$ cat config.mk
export PLATFORM = sky130hd
export DESIGN_NAME = isd_ram
export DESIGN_NICKNAME = d
export VERILOG_FILES = /design/src/sv/isd_ram.sv
export SDC_FILE = /design/constraint.sdc
export NUM_CORES = 1
export LEC_CHECK = 0
export BUFFER_PORTS_ARGS = -buffer_cell sky130_fd_sc_hd__buf_2
export CAP_MARGIN = 30
export CORE_MARGIN = 5
export CORE_UTILIZATION = 67
export CTS_CLUSTER_DIAMETER = 30
export DETAILED_ROUTE_END_ITERATION = 10
export GPL_TIMING_DRIVEN = 0
export PLACE_DENSITY = 0.89
export SYNTH_ARGS = -nofsm -noshare
export SYNTH_HDL_FRONTEND = slang
export SYNTH_SLANG_ARGS = --single-unit
$ cat constraint.sdc
create_clock -name clk_i -period 4.85 [get_ports clk_i]
set_input_delay 0.2425 -clock clk_i [delete_from_list [all_inputs] [get_ports clk_i]]
set_output_delay 0.2425 -clock clk_i [all_outputs]
set_load 0.02 [all_outputs]
$ cat src/sv/isd_ram.sv
// ----------------------------------------------------------------------------
// isd_ram
// Generic single-clock RAM with one write port and one registered read port.
// ----------------------------------------------------------------------------
module isd_ram #(
  parameter int unsigned Width = 8,
  parameter int unsigned Depth = 64
) (
  input  logic                     clk_i,
  input  logic                     we_i,
  input  logic [$clog2(Depth)-1:0] waddr_i,
  input  logic [Width-1:0]         wdata_i,
  input  logic [$clog2(Depth)-1:0] raddr_i,
  output logic [Width-1:0]         rdata_o
);

  logic [Width-1:0] mem [Depth];
  logic [Width-1:0] rdata_q;

  always_ff @(posedge clk_i) begin
    if (we_i) begin
      mem[waddr_i] <= wdata_i;
    end
    rdata_q <= mem[raddr_i];
  end

  assign rdata_o = rdata_q;

endmodule

==> summary.md <==
| Metric | Value |
|---|---|
| Internal | 8460 uW |
| Slowest Stage Delay on Critical Path | 700 ps |
| Worst vdd ir | 0.267 mV |
| Critical Path Most Common Cell | buf_2 |
| Post-place setup slack | approximately 1900 ps |
| Most area-consuming cells after synthesis | edfxtp_1 76%, mux4_2 14%, nor2_1 1.5%, mux2i_1 1.1%, dfxtp_1 0.79% |
| Avg WL per Cell | approximately 36 um |
| Final Hold Vio Count | 0 |
| Leak | 0.00749 uW |
| Most frequent cell after synthesis | edfxtp_1 |
| DRT antenna net count | 0 |
| Power consumption | 10,900 uW |
| CP endpoint kind | flop |
| Setup TNS | 0 ps |
| Pwr per Cell Area | 465 mW/mm^2 |
| Hold Path Cell Cnt | 2 |
| Initial drt markers | between 2,000 and 2,500 |
| Number of cells on the critical path | 7 |
| Slew Viols, Final | 0 |
| Sequential area share after synthesis | 77.0% |
| Cell accounting for the most synthesized area | edfxtp_1 |
| Die height | between 150 and 200 um |
| Chip width | 183 um |
| Initial antenna violation count | 1 |
| Reg-to-reg endpoint | rdata_o[4] |
| Startpoint types | input port |
| Number of vias in the routed layout | ~11,000 |
| Switching fraction of total power | 22.5% |
| Area of placed instances | about 0.021 mm^2 |
| Final setup fails | 0 |
| Area Growth Syn to Fin | 16.3% |
| Post-synth top area share | 76.2% |
| Comb pwr share | under 10% |
| Post-CTS Setup Inserts | 0 |
| Slew headroom | 31.2% |
| Buffers added on ports | 21 |
| Reg2Reg Setup Slack | about 2700 ps |
| Final instance area | 0.0235 mm^2 |
| Initial core utilization | 67.9% |
| Total Routing Usage GR | 33.5% |
| Largest net degree at the start of global routing | 65 |
| Worst R2R Start | mem[29][4] |
| CP max stage cell | clkbuf_1 |
| RSZ-0062 raised after global routing | no |
| Hpwl dp | 30.6 mm |
| Max FO, Critical Path | 10 |
| Slew at the pin with the worst max-slew slack | approximately 1000 ps |
| Routed wire length | 54.6 mm |
| Hold path startpoint | raddr_i[5] |
| Worst skew pair latency | between 500 and 600 ps |
| #FFs+latches synth | 520 |
| Gate Count Post-Synth | 940 |
| Root buffer cell | clkbuf_16 |
| I/O pins | 30 |
| Post-Syn Area per Cell | 21.5 um^2 |
| Clock skew | approximately 19 ps |
| Final GP Congestion | 0.967 |
| Sw Pwr | 2450 uW |
| Crit path kind | input port to flop |
| # rows | 63 |
| Number of CTS-inserted buffers | 75 |
| Yosys warns | 0 |
| CP Data Arrival Time | 3000 ps |
| Worst setup margin | 2240 ps |
| CP cell instances | buf_2 > buf_4 > clkbuf_1 > buf_2 > o221ai_1 > o21a_1 > o41ai_1 |
| Share of layout cells above drive strength 1 | 29.0% |
| Hold endpoint | rdata_o[3] |
| Post-synth EDFFs | roughly 510 |
| # H-tree levels | 3 |
| Via/cell ratio | 7.41 |
| Async set-reset flop share out of synthesis | 0% |
| Post-CTS sizing | 0 |
| Total gr overflow | 0 |
| First-pass GRT wire length | 78.8 mm |
| Clock sinks | 520 |
| Hold_ws | 77.8 ps |
| FF-to-FF path depth | 5 |
| DRT Pass-1 Iters | 6 |
| Clk pwr share | 49.3% |
| Total core area | 0.0297 mm^2 |
| Worst-path clk slew | 50 ps |
| Max-cap violations | 0 |
| CTS tree | done |
| CTS Hold Bufs | 1 |
| Post-synth cell types | 40 |
| Vias in the first global route | 11,200 |
| Die area | between 0.03 and 0.04 mm^2 |
| Data required, critical path | 5250 ps |
| CP top delay family | buffers and inverters |
| Final Net Count | 1,072 |
| # fillers | 1,282 |
| Buf/Inv on CP | 4 |
| Main synth FF type | edfxtp_1 |
| Tmin final | 2610 ps |
| DRC | 0 |
| Most common library cells after synthesis | 512 x edfxtp_1, 126 x mux4_2, 83 x nor2_1 |
| Mapped Nets | 962 |
| Final period util | approximately 54% |
| Sequential Power Share | 45.7% |
| Mapped Area | 0.0202 mm^2 |
| Max Fclk | between 300 and 400 MHz |
| Max Root-Sink Buffers | 3 |
| Status | complete, no violations |
| Class of the worst hold path | input port to flop |
[routing by layer]
layer	vias up	routed length, um	GRT usage (%)
met3	257	7810	10.7
met4	2	3020	14.9
met2	1171	25800	51.5
li1	4168	-	-
met1	5537	18000	45.1
met5	-	8	0
[metrics by stage]
step / std cells / util [%]
2_1_floorplan: 940 / -
3_3_place_gp: 1351 / 69.9
3_5_place_dp: 1359 / 70.3
4_1_cts: 1498 / 78.7
5_1_grt: 1501 / 78.9
6_report: 1503 / 78.9
[area by class of cell]
cell class / count / area, um^2 / area share, %
Sequential cell: 520 / 15500 / 66.2
Clock inverter: 54 / 549 / 2.34
Tap cell: 390 / 488 / 2.08
Multi-Input combinational cell: 369 / 4320 / 18.4
Antenna cell: 2 / 5.00 / 0.0213
Clock buffer: 84 / 1930 / 8.24
Buffer: 51 / 317 / 1.35
Timing Repair Buffer: 33 / 315 / 1.34
[placed cells by master, fill, tap and decap left out, types with 4 or more instances in the layout]
master	Yosys	routed
buf_2	11	34
inv_6	0	8
o221ai_1	8	8
clkinv_2	0	7
mux4_2	126	126
buf_4	13	13
nor3_1	7	7
clkbuf_1	17	25
nor2b_1	14	14
clkbuf_16	0	76
buf_1	4	4
dfxtp_1	8	8
nor2_1	83	83
mux2i_1	23	23
clkinv_4	0	8
o22ai_1	8	8
clkinv_1	0	11
nand3_1	13	13
nand2_1	19	19
nand2b_1	7	7
clkinvlp_4	0	10
a221oi_1	6	6
buf_12	2	8
a211oi_1	4	4
edfxtp_1	512	512
buf_6	4	4
bufinv_16	0	7
mux2_2	13	13
[power by group through the flow]
stage          clock, uW  combinational, uW  sequential, uW
3_3_place_gp           0                468            5080
2_1_floorplan          0                265            5090
4_1_cts             5360                516            4990
3_5_place_dp           0                498            5080
6_report            5380                543            4990
5_1_grt             5600                556            4990
[kinds of logic after synthesis]
group | after synthesis | share of synthesized area (%)
mux | 162 | 15.9
simple gates | 153 | 3.39
flops | 520 | 77.0
compound gates | 54 | 2.07
buf+inv | 51 | 1.57
[state kept, by name, summed over array words and instances (netlist names)]
signal   cells
mem        512
rdata_o      8
[worst max-delay path by stage]
| stage | from | endpoint | slack [ps] |
|---|---|---|---|
| floorplan | raddr_i[1] | rdata_o[3] | 2940 |
| global placement | raddr_i[2] | rdata_o[5] | 1960 |
| detailed placement | raddr_i[1] | rdata_o[4] | 1910 |
| CTS | raddr_i[1] | rdata_o[4] | 2300 |
| global route | raddr_i[2] | rdata_o[5] | 2210 |
| finish | raddr_i[2] | rdata_o[5] | 2240 |
[worst register-to-register path, cell delays in order (launching register included)]
cell      delay, ps
edfxtp_1        410
mux4_2          490
mux2_2          320
o221a_2         300
nor3_1          270
o32ai_1         220
No activity file was read; power rests on OpenSTA's default activity.
